[config.mk]
export PLATFORM = sky130hd
export DESIGN_NAME = ipf_cfg
export DESIGN_NICKNAME = d
export VERILOG_FILES = /design/src/design/ipf_pkg.sv /design/src/design/ipf_cfg.sv
export SDC_FILE = /design/constraint.sdc
export NUM_CORES = 1
export LEC_CHECK = 0
export ABC_AREA = 1
export BUFFER_PORTS_ARGS = -buffer_cell sky130_fd_sc_hd__buf_2
export CAP_MARGIN = 20
export CORE_MARGIN = 10
export CORE_UTILIZATION = 40
export DETAILED_ROUTE_END_ITERATION = 6
export PLACE_DENSITY = 0.78
export SKIP_CTS_REPAIR_TIMING = 1
export SLEW_MARGIN = 25
export SYNTH_ARGS = -nofsm -noshare
export SYNTH_HDL_FRONTEND = slang
export SYNTH_SLANG_ARGS = --single-unit
[constraint.sdc]
create_clock -name clk -period 0.9 [get_ports clk]
set_input_delay 0.09 -clock clk [delete_from_list [all_inputs] [get_ports clk]]
set_output_delay 0.09 -clock clk [all_outputs]
set_load 0.05 [all_outputs]
[src/design/ipf_pkg.sv]
`timescale 1ns / 1ps
// ----------------------------------------------------------------------------
// ipf_pkg
// Shared types and constants of the isolated point filter.
// ----------------------------------------------------------------------------
package ipf_pkg;

  localparam int COORD_W = 16;
  localparam int THR_W   = 32;
  localparam int ADDR_W  = 4;
  localparam int DATA_W  = 32;

  // register index, taken from paddr[3:2]
  localparam logic [1:0] REG_HEIGHT_LOW  = 2'd0;
  localparam logic [1:0] REG_HEIGHT_HIGH = 2'd1;
  localparam logic [1:0] REG_SIZE_SQ     = 2'd2;
  localparam logic [1:0] REG_CLEAR_SQ    = 2'd3;

  localparam logic signed [COORD_W-1:0] HEIGHT_LOW_RST  = -16'sd35;
  localparam logic signed [COORD_W-1:0] HEIGHT_HIGH_RST = 16'sd35;
  localparam logic [THR_W-1:0]          SIZE_SQ_RST     = 32'd3600;
  localparam logic [THR_W-1:0]          CLEAR_SQ_RST    = 32'd10000;

  typedef struct packed {
    logic signed [COORD_W-1:0] height_low;
    logic signed [COORD_W-1:0] height_high;
    logic [THR_W-1:0]          size_sq;
    logic [THR_W-1:0]          clear_sq;
  } cfg_t;

  typedef struct packed {
    logic prime;   // load probe from home, clear reject flag
    logic cmp_en;  // compare home against current probe
    logic shift;   // move home point one cell toward the head
  } cell_ctl_t;

endpackage

[src/design/ipf_cfg.sv]
`timescale 1ns / 1ps
// ----------------------------------------------------------------------------
// ipf_cfg
// APB-style register bank holding height limits and distance thresholds.
// ----------------------------------------------------------------------------
module ipf_cfg (
  input  logic                       clk,
  input  logic                       rst,
  input  logic                       psel,
  input  logic                       penable,
  input  logic                       pwrite,
  input  logic [ipf_pkg::ADDR_W-1:0] paddr,
  input  logic [ipf_pkg::DATA_W-1:0] pwdata,
  output logic [ipf_pkg::DATA_W-1:0] prdata,
  output logic                       pready,
  output ipf_pkg::cfg_t              cfg
);
  import ipf_pkg::*;

  logic wr_en;

  assign pready = 1'b1;
  assign wr_en  = psel & penable & pwrite;

  always_ff @(posedge clk) begin
    if (rst) begin
      cfg.height_low  <= HEIGHT_LOW_RST;
      cfg.height_high <= HEIGHT_HIGH_RST;
      cfg.size_sq     <= SIZE_SQ_RST;
      cfg.clear_sq    <= CLEAR_SQ_RST;
    end else if (wr_en) begin
      case (paddr[3:2])
        REG_HEIGHT_LOW:  cfg.height_low  <= pwdata[COORD_W-1:0];
        REG_HEIGHT_HIGH: cfg.height_high <= pwdata[COORD_W-1:0];
        REG_SIZE_SQ:     cfg.size_sq     <= pwdata;
        REG_CLEAR_SQ:    cfg.clear_sq    <= pwdata;
        default: ;
      endcase
    end
  end

  always_comb begin
    case (paddr[3:2])
      REG_HEIGHT_LOW:  prdata = DATA_W'(cfg.height_low);
      REG_HEIGHT_HIGH: prdata = DATA_W'(cfg.height_high);
      REG_SIZE_SQ:     prdata = cfg.size_sq;
      REG_CLEAR_SQ:    prdata = cfg.clear_sq;
      default:         prdata = '0;
    endcase
  end

endmodule

Word-level counts from Yosys, hierarchy flattened
Cells that the tools add are included.

word-level totals
  bits in registers = 96
  output and inout bits = 129
  word-level logic and storage cells = 15

cells by class
  eq/ne operators = 3
  muxes and demuxes = 1
  bitwise gates (word level) = 2
  reduce and logical (&&, ||, !) cells = 5

operators with widths
  kind                                           count
  one-hot mux 32 bit (4 select lines)            1
  AND reduction 2 bit                            4
  == test 2 bit, second input constant           2
  bitwise AND 1 bit                              2
  == test 2 x 1 -> 1 bit, second input constant  1
  zero test 2 bit                                1

Longest topological paths before layout
  word-level depth = 3
  gate-level depth with buffers = 7
  mapped depth without buffers = 5

Least setup slack after synthesis
OpenSTA, ideal clock, no wires.

  path type = flip-flop to output port
  start point = reg cfg[79] (netlist bit)
  end point = out prdata[19] (netlist bit)
  arrival = 1.401 ns
  slack = -0.591 ns
  stages on the path, launching flop included = 4
  buffers on the path = 1
  cells stage by stage = dfxtp_1 > nand2_2 > buf_2 > nand4_1

on the way
  longest elaborated chain between the ends = 1

ends and longest elaborated chain
  element                              RTL line       RTL
  start, declared                      ipf_cfg.sv:16  output ipf_pkg::cfg_t cfg
  one-hot mux 32 bit (4 select lines)  ipf_cfg.sv:43  case (paddr[3:2])
  end, declared                        ipf_cfg.sv:14  output logic [ipf_pkg::DATA_W-1:0] prdata,

No other way between the ends.

Worst setup path after layout
  start point = reg cfg[95] (netlist bit)
  end point = out prdata[31] (netlist bit)

Same word-level chain as after synthesis.

==> results.json <==
{
  "status": "finished with violations",
  "violations": "setup timing",
  "arrival_ps": 1180,
  "synth_cell_types": 18,
  "initial_core_util": 0.415,
  "cp_max_fo": 17,
  "switching_share": 0.317,
  "path_class": "register to primary output",
  "die_w_um": 127,
  "drc": 0,
  "grt_pass1_wl_um": 24300,
  "dp.final_hpwl_um": 11200,
  "drv_slew": 0,
  "vias_per_cell": 5.18,
  "grt_pass1_vias": 4719,
  "dr.pass1.iters": 5,
  "totalWireLength_um": 17900,
  "skew_ps": 0,
  "synth_seq_area_share": 0.420,
  "seqPwrFrac": 0.401,
  "port_buffers": 166,
  "r2r_slack_ps": 130,
  "fin_nets": 916,
  "setup_viol": 128,
  "antenna_found_initial": 2,
  "crit_end": "prdata[31]",
  "p_int_w": 0.00733,
  "cp-end-kind": "primary output",
  "core_mm2": 0.0110,
  "track_usage": 0.181,
  "start_kind": "register",
  "synth_ff_type": "dfxtp_1",
  "reg.largest.list": "cfg (96)",
  "netlist_instances": 684,
  "antenna_left": 0,
  "htree_levels": 3,
  "timing.final.hold_violations": 0,
  "r2r-end": "cfg[79]$_SDFFE_PP0P_",
  "synthMostInstantiatedCell": "nand2_1",
  "die_h_um": 127,
  "vias": 5298,
  "gp_congestion": 0.813,
  "yosys.area.top_type_share": 0.420,
  "die-area_mm2": 0.0161,
  "wl_per_cell_um": 17.5,
  "powerDensity_mw_per_mm2": 1360,
  "fin_tns_setup_ps": -12930,
  "cts_tree": "built",
  "async_reset_ff_frac": 0,
  "largest_reg_flops": 96,
  "finalCritPeriodShare": 1.41,
  "cts_root_buf": "clkbuf_16",
  "cp_data_required_time_ps": 810,
  "critPathLaunch": "cfg[95]$_SDFFE_PP1P_",
  "mappedNetlistNets": 725,
  "clk_transition_reported_paths_ps": 70,
  "max-cap-violations": 0,
  "grt-ovfl-total": 0,
  "grt_max_degree": 39,
  "cellLeakagePower_nw": 3.54,
  "p_comb_frac": 0.231,
  "synth-edff-count": 0,
  "clock_power_share": 0.368,
  "setup_slack_ps": -369,
  "synthTopCellsByCount": "222 x nand2_1, 127 x nor2_1, 96 x dfxtp_1, 96 x nand3_1, 33 x inv_1",
  "drt_iter0_markers": 514,
  "finalCriticalPeriod_ps": 1270,
  "vdd_drop_max_mv": 0.828,
  "regMostFlops": "cfg",
  "synth.cell_area_mm2": 0.00458,
  "regToRegStartpoint": "cfg[79]$_SDFFE_PP0P_",
  "netSwitchingPower_w": 0.00340,
  "cts.sinks": 96,
  "min_path_type": "input pin to register",
  "clock.fmax_mhz": 788,
  "area_delta_synth_final_pct": 72.5,
  "drive_above_1_share": 0.449,
  "worstSkewPairLatency_ps": 330,
  "synth_top_area_cell": "dfxtp_1",
  "num_rows": 38,
  "rsz0062_at_grt": "true",
  "cts_buffer_depth": 2,
  "synth.area.top_cells": "dfxtp_1 42%, nand2_1 18%, nand3_1 11%, nor2_1 10%, nand4_1 4.4%",
  "io_pins": 170,
  "p_total_w": 0.0107,
  "cts-buffers-inserted": 9,
  "worst_r2r_path_depth": 3,
  "avgSynthCellArea_um2": 6.69,
  "ys_seq_elements": 96,
  "yosys_warnings": 0
}
area by class of cell:
type	instances	area [µm²]
Fill cell	811	3140
Timing Repair Buffer	226	2720
Multi-Input combinational cell	505	2310
Sequential cell	96	2220
Clock buffer	10	229
Tap cell	140	175
Inverter	37	151
Clock inverter	6	76.3
Antenna cell	2	5.00
per-layer routing:
| metal | part of all wire | vias up | routed length (µm) | global-route usage |
|---|---|---|---|---|
| met2 | 0.52 | 223 | 9350 | 0.298 |
| met1 | 0.40 | 2496 | 7140 | 0.230 |
| li1 | - | 2551 | - | - |
| met3 | 0.059 | 28 | 1060 | 0.0429 |
| met5 | 0 | - | 0 | 0 |
| met4 | 0.022 | 0 | 388 | 0.0489 |
kinds of logic after synthesis:
family / after synthesis / share of synthesized area
flops: 96 / 0.420
buf+inv: 83 / 0.0987
other cells: 1 / 0.000820
simple gates: 504 / 0.480
how the worst min path moves through the flow:
stage                from              endpoint  slack, ps  cells past startpoint
2_1_floorplan  pwdata[10]  cfg[10]$_SDFFE_PP1P_        220                      2
3_3_place_gp   pwdata[12]  cfg[92]$_SDFFE_PP1P_        320                      3
3_5_place_dp   pwdata[12]  cfg[92]$_SDFFE_PP1P_        320                      3
4_1_cts        pwdata[12]  cfg[92]$_SDFFE_PP1P_        -30                      3
5_1_grt         pwdata[9]  cfg[41]$_SDFFE_PP1P_          8                      3
6_report        pwdata[2]  cfg[82]$_SDFFE_PP1P_          2                      3
critical path, cell delays in order (launching register included):
cell and delay [ps]:
dfxtp_4 370, nand2_8 130, nand4_1 160, buf_6 190
per-stage QoR:
stage	cell area, µm²	util	instances	worst slack (ps)	hold WS (ps)
after floorplan	4880	-	684	-291	215
after global placement	6080	0.551	986	-344	316
final	7890	0.715	1022	-369	1.70
after global routing	7890	0.715	1022	-403	8.02
after CTS	6380	0.579	1002	-453	-26.6
after detailed placement	6080	0.551	986	-374	321
power by group through the flow:
stage          Sequential, W  Combinational (W)  Clock [W]
3_5_place_dp         0.00439            0.00200          0
3_3_place_gp         0.00439            0.00198          0
4_1_cts              0.00429            0.00200    0.00403
2_1_floorplan        0.00471            0.00107          0
5_1_grt              0.00432            0.00262    0.00419
6_report             0.00430            0.00248    0.00395
cells in the final DEF (no fill, tap or decap), drive strengths merged, types with 2 or more instances in the layout:
master and instances:
nand2 227, dlygate4sd3 4, nor2 148, nand3 97
inv 40, buf 221, diode 2, clkinv 2
dfxtp 96, nand4 32, clkbuf 11
Power figures use the tool's default switching activity.
