<file path="config.mk">
export PLATFORM = sky130hd
export DESIGN_NAME = ipf_cell
export DESIGN_NICKNAME = d
export VERILOG_FILES = /design/src/design/ipf_pkg.sv /design/src/design/ipf_cell.sv
export SDC_FILE = /design/constraint.sdc
export NUM_CORES = 2
export LEC_CHECK = 0
export BUFFER_PORTS_ARGS = -buffer_cell sky130_fd_sc_hd__buf_2
export CAP_MARGIN = 25
export CORE_MARGIN = 2
export CORE_UTILIZATION = 60
export DETAILED_ROUTE_END_ITERATION = 8
export HOLD_SLACK_MARGIN = 0.12
export PLACE_DENSITY = 0.81
export SLEW_MARGIN = 25
export SYNTH_ARGS = -nofsm -noshare
export SYNTH_HDL_FRONTEND = slang
export SYNTH_SLANG_ARGS = --single-unit
</file>
<file path="constraint.sdc">
create_clock -name clk -period 12.9 [get_ports clk]
set_input_delay 0.645 -clock clk [delete_from_list [all_inputs] [get_ports clk]]
set_output_delay 0.645 -clock clk [all_outputs]
set_load 0.05 [all_outputs]
</file>
<file path="src/design/ipf_pkg.sv">
`timescale 1ns / 1ps
// ----------------------------------------------------------------------------
// ipf_pkg
// Shared types and constants of the isolated point filter.
// ----------------------------------------------------------------------------
package ipf_pkg;

  localparam int COORD_W = 16;
  localparam int THR_W   = 32;
  localparam int ADDR_W  = 4;
  localparam int DATA_W  = 32;

  // register index, taken from paddr[3:2]
  localparam logic [1:0] REG_HEIGHT_LOW  = 2'd0;
  localparam logic [1:0] REG_HEIGHT_HIGH = 2'd1;
  localparam logic [1:0] REG_SIZE_SQ     = 2'd2;
  localparam logic [1:0] REG_CLEAR_SQ    = 2'd3;

  localparam logic signed [COORD_W-1:0] HEIGHT_LOW_RST  = -16'sd35;
  localparam logic signed [COORD_W-1:0] HEIGHT_HIGH_RST = 16'sd35;
  localparam logic [THR_W-1:0]          SIZE_SQ_RST     = 32'd3600;
  localparam logic [THR_W-1:0]          CLEAR_SQ_RST    = 32'd10000;

  typedef struct packed {
    logic signed [COORD_W-1:0] height_low;
    logic signed [COORD_W-1:0] height_high;
    logic [THR_W-1:0]          size_sq;
    logic [THR_W-1:0]          clear_sq;
  } cfg_t;

  typedef struct packed {
    logic prime;   // load probe from home, clear reject flag
    logic cmp_en;  // compare home against current probe
    logic shift;   // move home point one cell toward the head
  } cell_ctl_t;

endpackage

</file>
<file path="src/design/ipf_cell.sv">
`timescale 1ns / 1ps
// ----------------------------------------------------------------------------
// ipf_cell
// One storage cell: holds a point, compares it against a probe that rotates
// around the ring, and shifts its point toward the head while draining.
// ----------------------------------------------------------------------------
module ipf_cell (
  input  logic                               clk,
  input  logic                               rst,
  input  ipf_pkg::cell_ctl_t                 ctl,
  input  logic [ipf_pkg::THR_W-1:0]          size_sq,
  input  logic [ipf_pkg::THR_W-1:0]          clear_sq,
  input  logic                               we,
  input  logic signed [ipf_pkg::COORD_W-1:0] wr_x,
  input  logic signed [ipf_pkg::COORD_W-1:0] wr_y,
  input  logic signed [ipf_pkg::COORD_W-1:0] wr_z,
  input  logic                               home_valid,
  input  logic signed [ipf_pkg::COORD_W-1:0] shift_x,
  input  logic signed [ipf_pkg::COORD_W-1:0] shift_y,
  input  logic signed [ipf_pkg::COORD_W-1:0] shift_z,
  input  logic                               shift_rej,
  input  logic signed [ipf_pkg::COORD_W-1:0] probe_in_x,
  input  logic signed [ipf_pkg::COORD_W-1:0] probe_in_y,
  input  logic                               probe_in_valid,
  output logic signed [ipf_pkg::COORD_W-1:0] home_x,
  output logic signed [ipf_pkg::COORD_W-1:0] home_y,
  output logic signed [ipf_pkg::COORD_W-1:0] home_z,
  output logic                               rej,
  output logic signed [ipf_pkg::COORD_W-1:0] probe_x,
  output logic signed [ipf_pkg::COORD_W-1:0] probe_y,
  output logic                               probe_valid
);
  import ipf_pkg::*;

  logic signed [COORD_W:0]     dx;
  logic signed [COORD_W:0]     dy;
  logic signed [2*COORD_W+1:0] dx_sq;
  logic signed [2*COORD_W+1:0] dy_sq;
  logic [THR_W-1:0]            sq_x;
  logic [THR_W-1:0]            sq_y;
  logic                        sq_valid;
  logic [THR_W:0]              pair_dist;
  logic                        hit;

  assign dx    = $signed({home_x[COORD_W-1], home_x}) - $signed({probe_x[COORD_W-1], probe_x});
  assign dy    = $signed({home_y[COORD_W-1], home_y}) - $signed({probe_y[COORD_W-1], probe_y});
  assign dx_sq = dx * dx;
  assign dy_sq = dy * dy;
  // a difference of 17 bits squares to less than 2^32
  assign pair_dist = {1'b0, sq_x} + {1'b0, sq_y};
  assign hit       = sq_valid && (pair_dist > {1'b0, size_sq})
                     && (pair_dist < {1'b0, clear_sq});

  always_ff @(posedge clk) begin
    if (we) begin
      home_x <= wr_x;
      home_y <= wr_y;
      home_z <= wr_z;
    end else if (ctl.shift) begin
      home_x <= shift_x;
      home_y <= shift_y;
      home_z <= shift_z;
    end
    if (ctl.prime) begin
      probe_x <= home_x;
      probe_y <= home_y;
    end else begin
      probe_x <= probe_in_x;
      probe_y <= probe_in_y;
    end
    sq_x <= dx_sq[THR_W-1:0];
    sq_y <= dy_sq[THR_W-1:0];
  end

  always_ff @(posedge clk) begin
    if (rst) begin
      probe_valid <= 1'b0;
      sq_valid    <= 1'b0;
      rej         <= 1'b0;
    end else begin
      probe_valid <= ctl.prime ? home_valid : probe_in_valid;
      sq_valid    <= ctl.cmp_en & home_valid & probe_valid;
      if (ctl.prime) begin
        rej <= 1'b0;
      end else if (ctl.shift) begin
        rej <= shift_rej;
      end else if (hit) begin
        rej <= 1'b1;
      end
    end
  end

endmodule

</file>
* Word-level counts from Yosys, hierarchy flattened
Cells that the tools add are included.
** Storage, ports and cells
- Flip-flop bits (word level) :: 147
- Bits of input ports :: 201
- Output and inout bits :: 82
- Logic and storage cells :: 35
** Operators by class
- Add/sub/neg operators :: 3
- $mul :: 2
- Order comparisons :: 2
- Multiplexer cells :: 11
- Bitwise operators :: 2
- Reductions and logical operators :: 5
** Operator list (count)
- 2-to-1 mux 16 bit :: 8
- multiplier 17 x 17 -> 32 bit :: 2
- subtractor 16 x 16 -> 17 bit :: 2
- adder 32 x 32 -> 33 bit :: 1
- greater-than comparator 33 x 32 -> 1 bit :: 1
- < comparator 33 x 32 -> 1 bit :: 1
- nonzero test 2 bit :: 2
- 2-to-1 mux 1 bit :: 3
- bitwise AND 1 bit :: 2
- logical AND 1 bit :: 2
- OR reduction 2 bit :: 1

* Depth between registers and ports, before layout
- Depth after elaboration :: 6
- Mapped depth :: 36
- Mapped depth without buffers :: 35

* Worst setup path before layout
Ideal clock, no wire load.
- Kind :: reg2reg
- Start :: register home_y[0] in the netlist's numbering
- End :: register sq_y[29]
- Setup time :: 0.119 ns
- Data arrival time :: 8.039 ns
- Path slack :: 4.742 ns
- Stages on the path, launching flop included :: 35
- Period minus slack after synthesis :: 8.158 ns
- Cell sequence :: edfxtp_1 -> inv_1 -> ha_1 -> inv_1 -> fa_1 -> a211oi_1 -> o21ai_1 -> a21oi_2 -> o2111ai_1 -> a31oi_2 -> xor2_2 -> inv_1 -> buf_2 -> nand2_1 -> inv_1 -> fa_1 -> fa_1 -> inv_1 -> fa_1 -> inv_1 -> fa_1 -> fa_1 -> inv_1 -> fa_1 -> inv_1 -> ha_1 -> clkbuf_1 -> nand4_1 -> or4_1 -> nor4_1 -> nor2_1 -> a211oi_1 -> o21a_1 -> nor2_1 -> xnor2_1
** On the way
- Longest elaborated chain between the ends :: 2
** RTL lines
- start: declaration :: line ipf_cell.sv:26 : output logic signed [ipf_pkg::COORD_W-1:0] home_y,
- start signal: assignment :: line ipf_cell.sv:57 : home_y <= wr_y;
- start signal: assignment :: line ipf_cell.sv:61 : home_y <= shift_y;
- subtractor 16 x 16 -> 17 bit :: line ipf_cell.sv:46 : assign dy = $signed({home_y[COORD_W-1], home_y}) - $signed({probe_y[COORD_W-1], probe_y});
- multiplier 17 x 17 -> 32 bit :: line ipf_cell.sv:48 : assign dy_sq = dy * dy;
- net dy_sq[29] :: line ipf_cell.sv:38 : logic signed [2*COORD_W+1:0] dy_sq;
- end signal: assignment :: line ipf_cell.sv:72 : sq_y <= dy_sq[THR_W-1:0];
- end: declaration :: line ipf_cell.sv:40 : logic [THR_W-1:0] sq_y;
The timed path passes the listed nets, and every way through them passes these cells.
A chain may end at the register's enable or synchronous reset.

* Worst setup path after layout
- Start :: register home_y[0] in the netlist's numbering
- End :: register sq_y[31]
The elaborated chain is that of the path after synthesis.

==> flow_summary.yaml <==
status:
  status: "complete, no violations"
synthesis:
  synth_cells: 2870
  synth.top_cell.area_share_pct: 38.3
  synth_edf_count: 48
  ys_ff_latch: 145
  synth_common_cells: "inv_1, fa_1, ha_1"
  synth_seq_area_share_pct: 12.5
  synth_warnings: 0
  synth.largest_area_cell: "fa_1"
  synth_cell_type_count: 73
  synth.most_common_cell: "inv_1"
  synth.avg_cell_area_um2: 9.44
  ys_top_cells_by_area: "fa_1, ha_1, inv_1"
  syn_area_um2: 27100
  synth_flop_cell: "dfxtp_1"
  synthesis.nets: 3871
  async_flop_share_pct: 0
clock_tree:
  numCtsBuffers: 17
  clock_latency_ps: 460
  cts_resized: 0
  cts_root_buf: "clkbuf_16"
  clock_path_buffers: 2
  htreeDepth: 4
  cts_tree: "built"
  numClockSinks: 145
  cts_hold_buf: 0
  post_cts_buffers: 0
  cts.clk_slew.worst_paths_ps: 60
critical_path:
  reg2reg_to: "sq_y[31]$_DFF_P_"
  critPathLaunchType: "flop"
  crit_start: "home_y[0]$_DFFE_PP_"
  endpoint_kind: "flop"
  ff2ff_path_depth: 30
  crit_path_top_delay_cell: "clkinv_1"
  endpoint: "sq_y[31]$_DFF_P_"
  cp.arrival_ps: 10010
  crit_path_frequent_cell: "fa_1"
  crit_type: "flop to flop"
  critical_path.max_fanout: 17
  r2r_slack_ps: 3280
  worstPathRequired_ps: 13290
  max_stage_delay_ps: 650
  r2r-start: "home_y[0]$_DFFE_PP_"
floorplan:
  die_w_um: 216
  dieArea_um2: 46900
  die_h_um: 216
  initial_core_util_pct: 61.0
  core_um2: 44400
  ioPinCount: 283
  rows: 77
grt:
  grt_pass1_vias: 22900
  grt_max_degree: 50
  antenna_found_initial: 12
  grt_overflow: 0
  grt_pass1_wl_mm: 114
  gr-usage-all-layers_pct: 31.3
timing:
  drv_slew: 0
  max_slew.worst_pin.slew_ps: 908
  fin_skew_ps: 17.6
  period_share_pct: 74.6
  setup_viol: 0
  fmax_mhz: 104
  fin_tns_setup_ps: 0
  rsz0062_at_grt: "no"
  fin_crit_ps: 9620
  finalHoldViolCount: 0
  relSlewSlack_pct: 39.5
final_layout:
  syn_to_final_growth_pct: 9.85
  ff_latch_area_um2: 3380
  multi_input_area_um2: 20700
  layout-drive-gt1-share_pct: 14.0
  fin_cells: 3751
  n_fill_cell: 3518
  fin_util_pct: 67.0
  final_nets: 4139
run:
  drv_cap: 0
route:
  firstDrtPassIters: 9
  vias: 20900
  routedWlPerCell_um: 18.6
  drc: 0
  via_per_inst: 5.56
  antenna_left: 0
  drt_wl_total_mm: 69.7
  dr.first_iter.drc_count: 1432
placed_design:
  dp_cells: 3711
  place_congestion: 0.978
  port_buffers: 282
  hpwlAfterDp_mm: 59.7
hold_path:
  hold_class: "input pin to flop"
==> per-stage QoR <==
| step | hold WS, ps | area [µm²] | setup WS, ps |
|---|---|---|---|
| after CTS | 338 | 29700 | 3390 |
| final | 361 | 29800 | 3280 |
| after global placement | 502 | 29200 | 3890 |
| after floorplan | 678 | 27100 | 4740 |
| after global routing | 365 | 29800 | 2690 |
| after detailed placement | 515 | 29200 | 3440 |
==> worst max-delay path, delay by kind of cell, from the launching register on <==
kind | cells | cell delay, ps
xor gates and xnor gates | 1 | 140
DFF | 1 | 390
adders and majority gates | 9 | 3940
and+or+nand+nor | 6 | 1480
buffers and inverters | 6 | 1290
AOI/OAI and AO/OA | 8 | 2310
==> cell families after synthesis <==
logic type / after synthesis / synth area share [%]
multiplexers: 82 / 3.40
adder cells (fa/ha/maj): 800 / 51.3
flip-flops: 145 / 12.5
XOR/XNOR: 130 / 4.31
AO/OA/AOI/OAI: 310 / 7.59
AND/OR/NAND/NOR: 591 / 9.59
buffers and inverters: 812 / 11.3
==> per-layer routing <==
metal  global-route usage [%]  routed length, µm  up-vias
met5                        0                 55        -
met1                     38.5              26300    10300
met4                     16.7               3620        8
met2                     51.8              33600      998
met3                     6.69               6110      202
li1                         -                  -     9334
==> worst min-delay path by stage <==
stage                     cells past startpoint                start  slack, ps                endpoint
final                                         2                  rst        360  probe_valid$_SDFF_PP0_
after global routing                          2                  rst        360  probe_valid$_SDFF_PP0_
after CTS                                     2                  rst        340  probe_valid$_SDFF_PP0_
after detailed placement                      1  home_y[0]$_DFFE_PP_        520      probe_y[0]$_DFF_P_
after global placement                        1  home_x[0]$_DFFE_PP_        500      probe_x[0]$_DFF_P_
after floorplan                               4     sq_y[31]$_DFF_P_        680        rej$_SDFFE_PP0P_
==> sequential cells by signal, summed over array words and instances (netlist names) <==
signal	cells
probe_valid	1
home_z	16
home_y	16
probe_x	16
rej	1
sq_x	31
home_x	16
probe_y	16
sq_valid	1
sq_y	31
==> final cells by class <==
cell class,count,area share [%]
clock inverters,10,0.265
diodes,8,0.0673
inverters,754,9.51
well taps,592,2.49
multi-input cells,1913,69.4
repair buffers,307,5.37
clock buffers,22,1.49
flip-flops and latches,145,11.4
==> cell usage in the layout (no fill, tap or decap), types with 31 or more instances in the layout <==
cell type,synthesis,final
inv_1,743,743
fa_1,518,518
ha_1,282,282
buf_2,10,282
nor2_1,239,239
nand2_1,193,193
dfxtp_1,97,97
xnor2_1,87,87
a21oi_1,81,81
mux2_2,80,80
o21ai_0,58,58
edfxtp_1,48,48
a21o_1,42,42
xor2_1,40,38
o21a_1,32,32
nor2b_1,31,31
Power is left out: the tool's default activity adds up to more than one toggle a clock period on the data nets, which glitch-free logic cannot reach.
